<file path="src/rtl/apn_pkg.sv">
// Shared types and constants of the absolute path normalizer.
// No dependencies; used by the controller, the datapath and the top level.
package apn_pkg;

  localparam logic [7:0] SLASH = 8'h2F;
  localparam logic [7:0] DOT   = 8'h2E;

  typedef enum logic [1:0] {
    ST_OK,
    ST_NOT_ABS,
    ST_TOO_LONG,
    ST_ABOVE_ROOT
  } apn_status_t;

  typedef enum logic [3:0] {
    S_IDLE,
    S_TAKE,
    S_PUTC,
    S_WALK_RD,
    S_WALK_CHK,
    S_CLOSE,
    S_CHOOSE,
    S_SINGLE,
    S_EMIT_RD,
    S_EMIT_OUT
  } apn_state_t;

  typedef struct packed {
    logic latch;
    logic take;
    logic putc;
    logic close;
    logic walk_chk;
    logic single_ld;
    logic emit_ld;
    logic rd_emit;
  } apn_cmd_t;

  typedef struct packed {
    logic take_putc;
    logic take_walk;
    logic close_walk;
    logic walk_done;
    logic single_path;
    logic out_free;
    logic emit_last;
    logic last_item;
  } apn_stat_t;

endpackage

</file>
<file path="src/rtl/apn_ctrl.sv">
// Controller state machine of the absolute path normalizer.
// Depends on apn_pkg; drives the datapath through command and status structs.
module apn_ctrl
  import apn_pkg::*;
(
  input  logic      clk,
  input  logic      rst_n,
  input  logic      in_valid,
  output logic      in_ready,
  input  apn_stat_t stat,
  output apn_cmd_t  cmd
);

  apn_state_t state_r;
  apn_state_t state_nxt;

  always_ff @(posedge clk) begin
    if (!rst_n) begin
      state_r <= S_IDLE;
    end else begin
      state_r <= state_nxt;
    end
  end

  always_comb begin
    state_nxt = state_r;
    case (state_r)
      S_IDLE: begin
        if (in_valid) state_nxt = S_TAKE;
      end
      S_TAKE: begin
        if (stat.take_putc) state_nxt = S_PUTC;
        else if (stat.take_walk) state_nxt = S_WALK_RD;
        else if (stat.last_item) state_nxt = S_CLOSE;
        else state_nxt = S_IDLE;
      end
      S_PUTC: begin
        state_nxt = stat.last_item ? S_CLOSE : S_IDLE;
      end
      S_WALK_RD: begin
        state_nxt = S_WALK_CHK;
      end
      S_WALK_CHK: begin
        if (stat.walk_done) state_nxt = stat.last_item ? S_CLOSE : S_IDLE;
        else state_nxt = S_WALK_RD;
      end
      S_CLOSE: begin
        state_nxt = stat.close_walk ? S_WALK_RD : S_CHOOSE;
      end
      S_CHOOSE: begin
        state_nxt = stat.single_path ? S_SINGLE : S_EMIT_RD;
      end
      S_SINGLE: begin
        if (stat.out_free) state_nxt = S_IDLE;
      end
      S_EMIT_RD: begin
        state_nxt = S_EMIT_OUT;
      end
      S_EMIT_OUT: begin
        if (stat.out_free) state_nxt = stat.emit_last ? S_IDLE : S_EMIT_RD;
      end
      default: begin
        state_nxt = S_IDLE;
      end
    endcase
  end

  always_comb begin
    cmd      = '0;
    in_ready = 1'b0;
    case (state_r)
      S_IDLE: begin
        in_ready  = 1'b1;
        cmd.latch = in_valid;
      end
      S_TAKE: begin
        cmd.take = 1'b1;
      end
      S_PUTC: begin
        cmd.putc = 1'b1;
      end
      S_WALK_CHK: begin
        cmd.walk_chk = 1'b1;
      end
      S_CLOSE: begin
        cmd.close = 1'b1;
      end
      S_SINGLE: begin
        cmd.single_ld = stat.out_free;
      end
      S_EMIT_RD: begin
        cmd.rd_emit = 1'b1;
      end
      S_EMIT_OUT: begin
        cmd.rd_emit = 1'b1;
        cmd.emit_ld = stat.out_free;
      end
      default: begin
        cmd = '0;
      end
    endcase
  end

endmodule

</file>
<file path="src/rtl/apn_dpath.sv">
// Datapath of the absolute path normalizer: path store, counters and output register.
// Depends on apn_pkg; sequenced by apn_ctrl through command and status structs.
module apn_dpath
  import apn_pkg::*;
#(
  parameter int MAX_PATH = 64
) (
  input  logic        clk,
  input  logic        rst_n,
  input  apn_cmd_t    cmd,
  output apn_stat_t   stat,
  input  logic [7:0]  in_char,
  input  logic        in_last,
  output logic        out_valid,
  input  logic        out_ready,
  output logic [7:0]  out_char,
  output apn_status_t out_status,
  output logic        out_last
);

  localparam int CW = $clog2(MAX_PATH + 1);
  localparam int AW = $clog2(MAX_PATH);
  localparam logic [CW-1:0] LIMIT = CW'(MAX_PATH - 1);
  localparam logic [CW-1:0] ONE   = CW'(1);

  logic [7:0] store_mem [MAX_PATH];
  logic [7:0] rd_data_r;

  logic [CW-1:0] kept_r, kept_nxt;
  logic [CW-1:0] start_r, start_nxt;
  logic [CW-1:0] chars_r, chars_nxt;
  logic [CW-1:0] idx_r, idx_nxt;
  apn_status_t   err_r, err_nxt;
  logic [7:0]    char_r, char_nxt;
  logic          last_r, last_nxt;
  logic          cdots_r, cdots_nxt;
  logic          oval_r, oval_nxt;
  logic [7:0]    odata_r, odata_nxt;
  apn_status_t   ostat_r, ostat_nxt;
  logic          olast_r, olast_nxt;

  logic          we;
  logic [7:0]    wdata;
  logic [AW-1:0] rd_addr;
  logic [CW-1:0] span;
  logic [CW-1:0] kept_m1;
  logic          open_comp;
  logic          is_dot;
  logic          is_dotdot;
  logic          dd_walk;
  logic          c_slash;
  logic          c_dot;
  logic          take_ok;
  logic          close_now;
  logic          clear;

  assign span      = kept_r - start_r;
  assign kept_m1   = kept_r - ONE;
  assign open_comp = kept_r > start_r;
  assign is_dot    = open_comp && (span == CW'(2)) && cdots_r;
  assign is_dotdot = open_comp && (span == CW'(3)) && cdots_r;
  assign dd_walk   = is_dotdot && (start_r != '0);
  assign c_slash   = (char_r == SLASH);
  assign c_dot     = (char_r == DOT);
  assign take_ok   = (err_r == ST_OK) && !((chars_r == '0) && !c_slash) && (chars_r < LIMIT);
  assign rd_addr   = cmd.rd_emit ? idx_r[AW-1:0] : kept_m1[AW-1:0];

  assign stat.take_putc   = take_ok && !c_slash && !open_comp;
  assign stat.take_walk   = take_ok && c_slash && dd_walk;
  assign stat.close_walk  = (err_r == ST_OK) && dd_walk;
  assign stat.walk_done   = (rd_data_r == SLASH) || (kept_r == ONE);
  assign stat.single_path = (err_r != ST_OK) || (kept_r == '0);
  assign stat.out_free    = !oval_r || out_ready;
  assign stat.emit_last   = ((idx_r + ONE) == kept_r);
  assign stat.last_item   = last_r;

  always_ff @(posedge clk) begin
    if (we) store_mem[kept_r[AW-1:0]] <= wdata;
    rd_data_r <= store_mem[rd_addr];
  end

  always_comb begin
    kept_nxt  = kept_r;
    start_nxt = start_r;
    chars_nxt = chars_r;
    idx_nxt   = idx_r;
    err_nxt   = err_r;
    char_nxt  = char_r;
    last_nxt  = last_r;
    cdots_nxt = cdots_r;
    odata_nxt = odata_r;
    ostat_nxt = ostat_r;
    olast_nxt = olast_r;
    oval_nxt  = out_ready ? 1'b0 : oval_r;
    we        = 1'b0;
    wdata     = char_r;
    close_now = 1'b0;
    clear     = 1'b0;

    if (cmd.latch) begin
      char_nxt = in_char;
      last_nxt = in_last;
    end

    if (cmd.take && (err_r == ST_OK)) begin
      if ((chars_r == '0) && !c_slash) begin
        err_nxt = ST_NOT_ABS;
      end else if (chars_r >= LIMIT) begin
        err_nxt = ST_TOO_LONG;
      end else begin
        chars_nxt = chars_r + ONE;
        if (c_slash) begin
          close_now = 1'b1;
        end else if (!open_comp) begin
          we       = 1'b1;
          wdata    = SLASH;
          kept_nxt = kept_r + ONE;
        end else begin
          we        = 1'b1;
          kept_nxt  = kept_r + ONE;
          cdots_nxt = cdots_r & c_dot;
        end
      end
    end

    if (cmd.close && (err_r == ST_OK)) close_now = 1'b1;

    if (close_now && open_comp) begin
      if (is_dot) begin
        kept_nxt = start_r;
      end else if (is_dotdot) begin
        kept_nxt = start_r;
        if (start_r == '0) err_nxt = ST_ABOVE_ROOT;
      end else begin
        start_nxt = kept_r;
      end
    end

    if (cmd.putc) begin
      we        = 1'b1;
      kept_nxt  = kept_r + ONE;
      cdots_nxt = c_dot;
    end

    if (cmd.walk_chk) begin
      kept_nxt  = kept_m1;
      start_nxt = kept_m1;
    end

    if (cmd.single_ld) begin
      oval_nxt  = 1'b1;
      odata_nxt = (err_r != ST_OK) ? 8'h00 : SLASH;
      ostat_nxt = err_r;
      olast_nxt = 1'b1;
      clear     = 1'b1;
    end

    if (cmd.emit_ld) begin
      oval_nxt  = 1'b1;
      odata_nxt = rd_data_r;
      ostat_nxt = ST_OK;
      olast_nxt = stat.emit_last;
      idx_nxt   = idx_r + ONE;
      clear     = stat.emit_last;
    end

    if (clear) begin
      kept_nxt  = '0;
      start_nxt = '0;
      chars_nxt = '0;
      idx_nxt   = '0;
      err_nxt   = ST_OK;
    end
  end

  always_ff @(posedge clk) begin
    if (!rst_n) begin
      kept_r  <= '0;
      start_r <= '0;
      chars_r <= '0;
      idx_r   <= '0;
      err_r   <= ST_OK;
      last_r  <= 1'b0;
      oval_r  <= 1'b0;
    end else begin
      kept_r  <= kept_nxt;
      start_r <= start_nxt;
      chars_r <= chars_nxt;
      idx_r   <= idx_nxt;
      err_r   <= err_nxt;
      last_r  <= last_nxt;
      oval_r  <= oval_nxt;
    end
  end

  always_ff @(posedge clk) begin
    char_r  <= char_nxt;
    cdots_r <= cdots_nxt;
    odata_r <= odata_nxt;
    ostat_r <= ostat_nxt;
    olast_r <= olast_nxt;
  end

  assign out_valid  = oval_r;
  assign out_char   = odata_r;
  assign out_status = ostat_r;
  assign out_last   = olast_r;

endmodule

</file>
<file path="src/rtl/absolute_path_normalizer.sv">
// Top level of the absolute path normalizer: controller plus datapath.
// Depends on apn_pkg, apn_ctrl and apn_dpath.
//
// The block takes an absolute path one byte per input transaction, with
// in_tlast on the last byte, and returns its canonical form one byte per
// output transaction, with out_tlast on the last one. Runs of slashes
// collapse, "." components vanish and ".." removes the previous component;
// an empty result is sent as "/". A path that does not start with '/', is
// longer than MAX_PATH-1 bytes or climbs above the root produces a single
// transaction with data 0 and the error code in out_tuser. Each byte passes
// the take state, one that opens a component also the put state; a ".."
// walks the store back through a read and a check state per removed byte,
// as the store has one registered read port. After the last byte the block
// closes the last component and picks the output form, plus the walk and
// a second close if the path ends in "..", and the result leaves through a
// read and an output state per byte. Only one path is in work at a time,
// but the output register lets the next path start while the previous
// final transaction still waits. The store needs no clearing after reset.
module absolute_path_normalizer
  import apn_pkg::*;
#(
  parameter int MAX_PATH = 64
) (
  input  logic       clk,
  input  logic       rst_n,
  input  logic       in_tvalid,
  output logic       in_tready,
  input  logic [7:0] in_tdata,   // [7:0] character
  input  logic       in_tlast,
  output logic       out_tvalid,
  input  logic       out_tready,
  output logic [7:0] out_tdata,  // [7:0] out_char
  output logic [1:0] out_tuser,  // [1:0] status
  output logic       out_tlast
);

  apn_cmd_t    cmd;
  apn_stat_t   stat;
  apn_status_t out_status;

  apn_ctrl u_ctrl (
    .clk      (clk),
    .rst_n    (rst_n),
    .in_valid (in_tvalid),
    .in_ready (in_tready),
    .stat     (stat),
    .cmd      (cmd)
  );

  apn_dpath #(
    .MAX_PATH (MAX_PATH)
  ) u_dpath (
    .clk        (clk),
    .rst_n      (rst_n),
    .cmd        (cmd),
    .stat       (stat),
    .in_char    (in_tdata),
    .in_last    (in_tlast),
    .out_valid  (out_tvalid),
    .out_ready  (out_tready),
    .out_char   (out_tdata),
    .out_status (out_status),
    .out_last   (out_tlast)
  );

  assign out_tuser = out_status;

endmodule

</file>
<file path="config.mk">
export PLATFORM = sky130hd
export DESIGN_NAME = absolute_path_normalizer
export DESIGN_NICKNAME = d
export VERILOG_FILES = /design/src/rtl/apn_pkg.sv /design/src/rtl/apn_ctrl.sv /design/src/rtl/apn_dpath.sv /design/src/rtl/absolute_path_normalizer.sv
export SDC_FILE = /design/constraint.sdc
export NUM_CORES = 1
export LEC_CHECK = 0
export ABC_AREA = 1
export ABC_CLOCK_PERIOD_IN_PS = 4500
export BUFFER_PORTS_ARGS = -buffer_cell sky130_fd_sc_hd__buf_2
export CAP_MARGIN = 20
export CORE_MARGIN = 1.5
export CORE_UTILIZATION = 55
export DETAILED_ROUTE_END_ITERATION = 7
export PLACE_DENSITY = 0.79
export SYNTH_ARGS = -nofsm -noshare
export SYNTH_HDL_FRONTEND = slang
export SYNTH_HIERARCHICAL = 1
export SYNTH_SLANG_ARGS = --single-unit
</file>
<file path="constraint.sdc">
create_clock -name clk -period 4.5 [get_ports clk]
set_clock_uncertainty 0.05 [all_clocks]
set_input_delay 0.45 -clock clk [delete_from_list [all_inputs] [get_ports clk]]
set_output_delay 0.45 -clock clk [all_outputs]
set_load 0.03 [all_outputs]
</file>
---- Yosys cells after proc, flatten, opt, wreduce, memory -nomap -nowiden ----
Memories as Yosys holds them, arrays and structs flattened. A register that Yosys moved wholly into a read port is not among the register bits.
Cells that the tools add are included.
W data, S select, Z words.
storage, ports and cells
  register bits ........................... 56
  bits in writable memories ............... 512
  bits of input ports ..................... 13
  output and inout port bits .............. 13
  word-level logic and storage cells ...... 165
  memories kept ........................... 1
cells by class
  add/subtract/negate cells ............... 5
  order comparisons ....................... 3
  eq/ne operators ......................... 24
  mux-type cells .......................... 74
  bitwise logic cells ..................... 4
  reductions and logical operators ........ 41
memories
  memory             depth  width  read ports  clocked after memory_dff  wr ports  RTL line         text
  u_dpath.store_mem  64     8      1           1                         1         apn_dpath.sv:26  logic [7:0] store_mem [MAX_PATH];
operator list
  operator               number
  $mux W7                13
  $mux W8                7
  $pmux W4 S10           1
  $mux W1                34
  $mux W4                8
  $eq A8 B6 Y1 const B   3
  $add A7 B1 Y7 const B  3
  $logic_not A7 Y1       3
  $eq A4 B3 Y1 const B   4
  $logic_and A1 B1 Y1    16
  $eq A7 B2 Y1 const B   2
  $mux W2                7
  $mux W6                2
  $ne A2 B2 Y1 const B   6
  $reduce_bool A2 Y1     5
  $reduce_and A3 Y1      3
  $eq A4 B2 Y1 const B   2
  $eq A4 B4 Y1 const B   2
  $eq A7 B1 Y1 const B   1
  $eq A7 B7 Y1           1
  $ge A7 B6 Y1 const B   1
  $gt A7 B7 Y1           1
  $lt A7 B6 Y1 const B   1
  $reduce_bool A7 Y1     1
  other kinds (14)       24

---- Logic depth before layout (Yosys ltp) ----
  depth after elaboration ................. 11
  depth in mapped cells ................... 20
  mapped depth without buffers ............ 19

---- Cells and area by module ----
The synthesis kept the hierarchy.
modules (own cells, without submodules)
  module     times used  cells an instance  area an instance (µm²)  sequential area each (µm²)
  apn_dpath  1           2001               23915.4                 16756.1
  apn_ctrl   1           82                 432.9                   80.1

---- Worst setup path after synthesis ----
Ideal clock, no wire load.
  kind .................................... reg2reg
  start ................................... register u_dpath.kept_r[0]
  end ..................................... memory u_dpath.store_mem[0][6], data pin
  setup time .............................. 499 ps
  arrival time ............................ 3145 ps
  data required time ...................... 3951 ps
  path slack .............................. 806 ps
  stages on the path, launching flop included .. 15
  path buffers ............................ 1
  period minus slack after synthesis ...... 3694 ps
  cells stage by stage .................... dfxtp_1 > buf_2 > inv_2 > ha_1 > inv_1 > nand3_1 > nand2_1 > nand2_1 > nand2_1 > nand2_1 > inv_1 > nand2_1 > nand2_1 > inv_1 > nor2_1
between the ends
  longest elaborated chain between the ends .. 6
ends and longest elaborated chain
  item                        RTL line          text
  from (decl)                 apn_dpath.sv:29   logic [CW-1:0] kept_r, kept_nxt;
  from (signal assigned)      apn_dpath.sv:186  kept_r <= kept_nxt;
  $gt A7 B7 Y1                apn_dpath.sv:59   assign open_comp = kept_r > start_r;
  $mux W8                     apn_dpath.sv:114  end else if (!open_comp) begin
  $mux W8                     apn_dpath.sv:112  if (c_slash) begin
  $mux W8                     apn_dpath.sv:108  end else if (chars_r >= LIMIT) begin
  $mux W8                     apn_dpath.sv:106  if ((chars_r == '0) && !c_slash) begin
  $mux W8                     apn_dpath.sv:105  if (cmd.take && (err_r == ST_OK)) begin
  named net u_dpath.wdata[6]  apn_dpath.sv:43   logic [7:0] wdata;
  to (decl)                   apn_dpath.sv:26
The timed path passes the listed nets, and every way through them passes these cells.

==> impl_metrics.py <==
metrics = {
    "setup_path": {
        "critPathLaunch": "u_ctrl/state_r[0]",
        "cp_num_buf_inv": 4,
        "cp.arrival_ns": 4.11,
        "r2r-start": "u_ctrl/state_r[0]",
        "required_ns": 4.68,
        "critPathSlowestCell": "nor2_1",
        "crit_type": "flop to flop",
        "timing.critical_path.cells": "inv_2 > nor2_2 > nand2_1 > inv_2 > inv_1 > nor2_1 > inv_1 > nor2_1 > nand2_1 > nand2_1 > nand4_1 > nor2_1",
        "reg2reg_slack_ns": 0.57,
        "crit_fanout": 12,
        "crit_cells": 12,
        "reg2regPathDepth": 12,
        "cp-end-kind": "flop",
        "crit_path_end": "u_dpath/store_mem[31][7]",
        "r2r_end": "u_dpath/store_mem[31][7]",
        "startpoint_type": "flop",
        "path_delay_family": "simple AND/OR/NAND/NOR gates",
        "cpPeakStageDelay_ns": 0.72,
    },
    "die": {
        "die_h_um": 213,
        "pin_count": 26,
        "fp-row-count": 76,
        "die_area_mm2": 0.0455,
        "core-area_mm2": 0.0434,
        "die_w_um": 213,
        "initial_core_util": 0.562,
    },
    "logic_synthesis": {
        "ys_seq_elements": 576,
        "syn_area_mm2": 0.0243,
        "avgSynthCellArea_um2": 11.7,
        "yosysSeqAreaShare": 0.691,
        "synth_top_area_share": 0.654,
        "synth_flop_cell": "edfxtp_1",
        "synth_fp_nets": 2111,
        "synth_common_cells": "edfxtp_1, nor2_1, o21ai_0",
        "synth-edff-count": 530,
        "synthArstFlopShare": 0,
        "yosys.area.top_type": "edfxtp_1",
        "yosys-top-cells-area": "edfxtp_1, nor2_1, o21ai_0",
        "yosysMostFrequentCell": "edfxtp_1",
        "yosysWarnings": 6,
        "synth_cell_type_count": 44,
        "synthCells": 2083,
    },
    "placement": {
        "portBuffers": 25,
        "place_inst": 2604,
        "dp_hpwl_um": 36000,
        "dpl_cell_area_mm2": 0.0250,
        "place_congestion": 0.922,
    },
    "global_route": {
        "overflow": 0,
        "grt_max_degree": 179,
        "grt_pass1_vias": 16500,
        "grt_use_total": 0.270,
        "grt_pass1_wl_um": 93200,
        "antenna_found_initial": 0,
    },
    "sta": {
        "worst_slew_pin_slew_ns": 0.929,
        "rsz0062_at_grt": "false",
        "slew-limit-headroom": 0.378,
        "final-hold-violation-count": 0,
        "setup_tns_ns": 0,
        "fin_crit_ns": 3.93,
        "setup_viol": 0,
        "maxClockFrequency_mhz": 254,
        "slew_violations": 0,
        "min_period_over_period": 0.874,
    },
    "clock_network": {
        "numCtsBuffers": 55,
        "clk_latency_ns": 0.61,
        "clockRootBuffer": "clkbuf_16",
        "cts_htree_levels": 2,
        "cts_tree": "done",
        "cts.clk_slew.worst_paths_ns": 0.06,
        "cts_resized": 0,
        "clock-sinks": 576,
        "clockBufferDepth": 3,
    },
    "routing": {
        "highest_layer": "met4",
        "totalWireLength_um": 60200,
        "vias": 17000,
        "drt_iter0_markers": 2240,
        "wl_met2_um": 27900,
        "ant_nets": 0,
        "wl_per_cell_um": 22.2,
        "drc": 0,
        "vias_per_cell": 6.27,
        "met3_length_um": 6660,
        "drt-met1-wl_um": 23200,
        "drt_pre_antenna_iters": 8,
    },
    "power_and_ir_drop": {
        "leakage_uw": 0.00897,
        "power_density_mw_per_mm2": 453,
        "p_total_uw": 12200,
        "peakVddDrop_mv": 0.385,
    },
    "job": {
        "drv_cap": 0,
    },
    "cells_and_area": {
        "design_area_mm2": 0.0269,
        "fin_cells": 2715,
        "drive_gt1_frac": 0.0878,
        "syn2layout_area_growth_pct": 10.6,
        "layout.nets": 2112,
    },
    "hold_path": {
        "hp-class": "primary input to flop",
    },
    "run_status": {
        "status": "complete, no violations",
    },
}
==> state kept, by name (all words and copies together), names as in the netlist, 4 cells and up <==
signal             count
u_dpath/store_mem    512
u_dpath/start_r        7
u_dpath/char_r         8
u_dpath/chars_r        7
u_dpath/kept_r         7
u_dpath/rd_data_r      8
u_dpath/idx_r          7
u_dpath/out_char       8
u_ctrl/state_r         4
==> metrics by stage <==
step / utilization / hold slack, ns / setup slack, ns
finish: 0.621 / 0.0789 / 0.568
global route: 0.621 / 0.0804 / 0.250
CTS: 0.621 / 0.0452 / 0.738
detailed placement: 0.576 / 0.406 / 0.766
global placement: 0.576 / 0.399 / 0.885
floorplan: - / 0.390 / 0.806
==> how the worst min path moves through the flow <==
stage	start	to	slack [ns]	cells after the start
2_1_floorplan	u_dpath/start_r[2]	u_dpath/start_r[2]	0.39	2
3_3_place_gp	u_dpath/out_status[1]	u_dpath/out_status[1]	0.40	2
3_5_place_dp	u_dpath/out_status[1]	u_dpath/out_status[1]	0.41	2
4_1_cts	in_tlast	u_dpath/last_r	0.05	3
5_1_grt	in_tlast	u_dpath/last_r	0.08	3
6_report	in_tlast	u_dpath/last_r	0.08	3
==> cell usage in the layout (no fill, tap or decap), drive strengths merged, types with 6 or more instances in the layout <==
cell type    count
xor2            16
bufinv           8
clkinv          25
nor2           407
buf             56
nand3          131
nor3            14
ha              14
a21oi           34
edfxtp         530
nand4           15
o22ai           23
dfxtp           46
clkbuf          65
nand2          175
inv            115
or2              6
o211ai          27
o21ai          292
o221ai         107
dlygate4sd3      8
==> layout make-up <==
type	instances	area, um^2
flip-flops and latches	576	16800
fillers	3179	16400
multi-input cells	1272	6500
clock buffers	65	1460
well taps	585	732
repair buffers	64	558
inverters	115	444
clock inverters	37	407
diodes	1	2.50
==> power breakdown <==
part	switching, uW	total [uW]	internal [uW]
combinational	1050	1440	389
clock	1960	4740	2770
sequential	76.1	6030	5960
==> logic make-up after synthesis <==
family | share of synthesized area
and+or+nand+nor | 0.127
DFF | 0.691
buffers and inverters | 0.0435
xor gates and xnor gates | 0.00642
adders and majority gates | 0.00802
AOI/OAI and AO/OA | 0.123
==> timing repair <==
item | in CTS | in global routing
hold endpoints to repair | 8 | 0
setup buffers | 0 | 0
hold buffers | 8 | 0
==> metal layers <==
layer | GRT usage | vias to the layer above
li1 | - | 7592
met1 | 0.377 | 8204
met2 | 0.420 | 1047
met3 | 0.0460 | 167
met4 | 0.121 | 0
met5 | 0 | -
==> worst reg2reg max path, cell delays in order (launching register included) <==
cell	delay [ns]
dfxtp_1	0.50
inv_2	0.06
nor2_2	0.13
nand2_1	0.12
inv_2	0.07
inv_1	0.04
nor2_1	0.21
inv_1	0.09
nor2_1	0.27
nand2_1	0.32
nand2_1	0.45
nand4_1	0.53
nor2_1	0.72
Power figures use the tool's default switching activity.
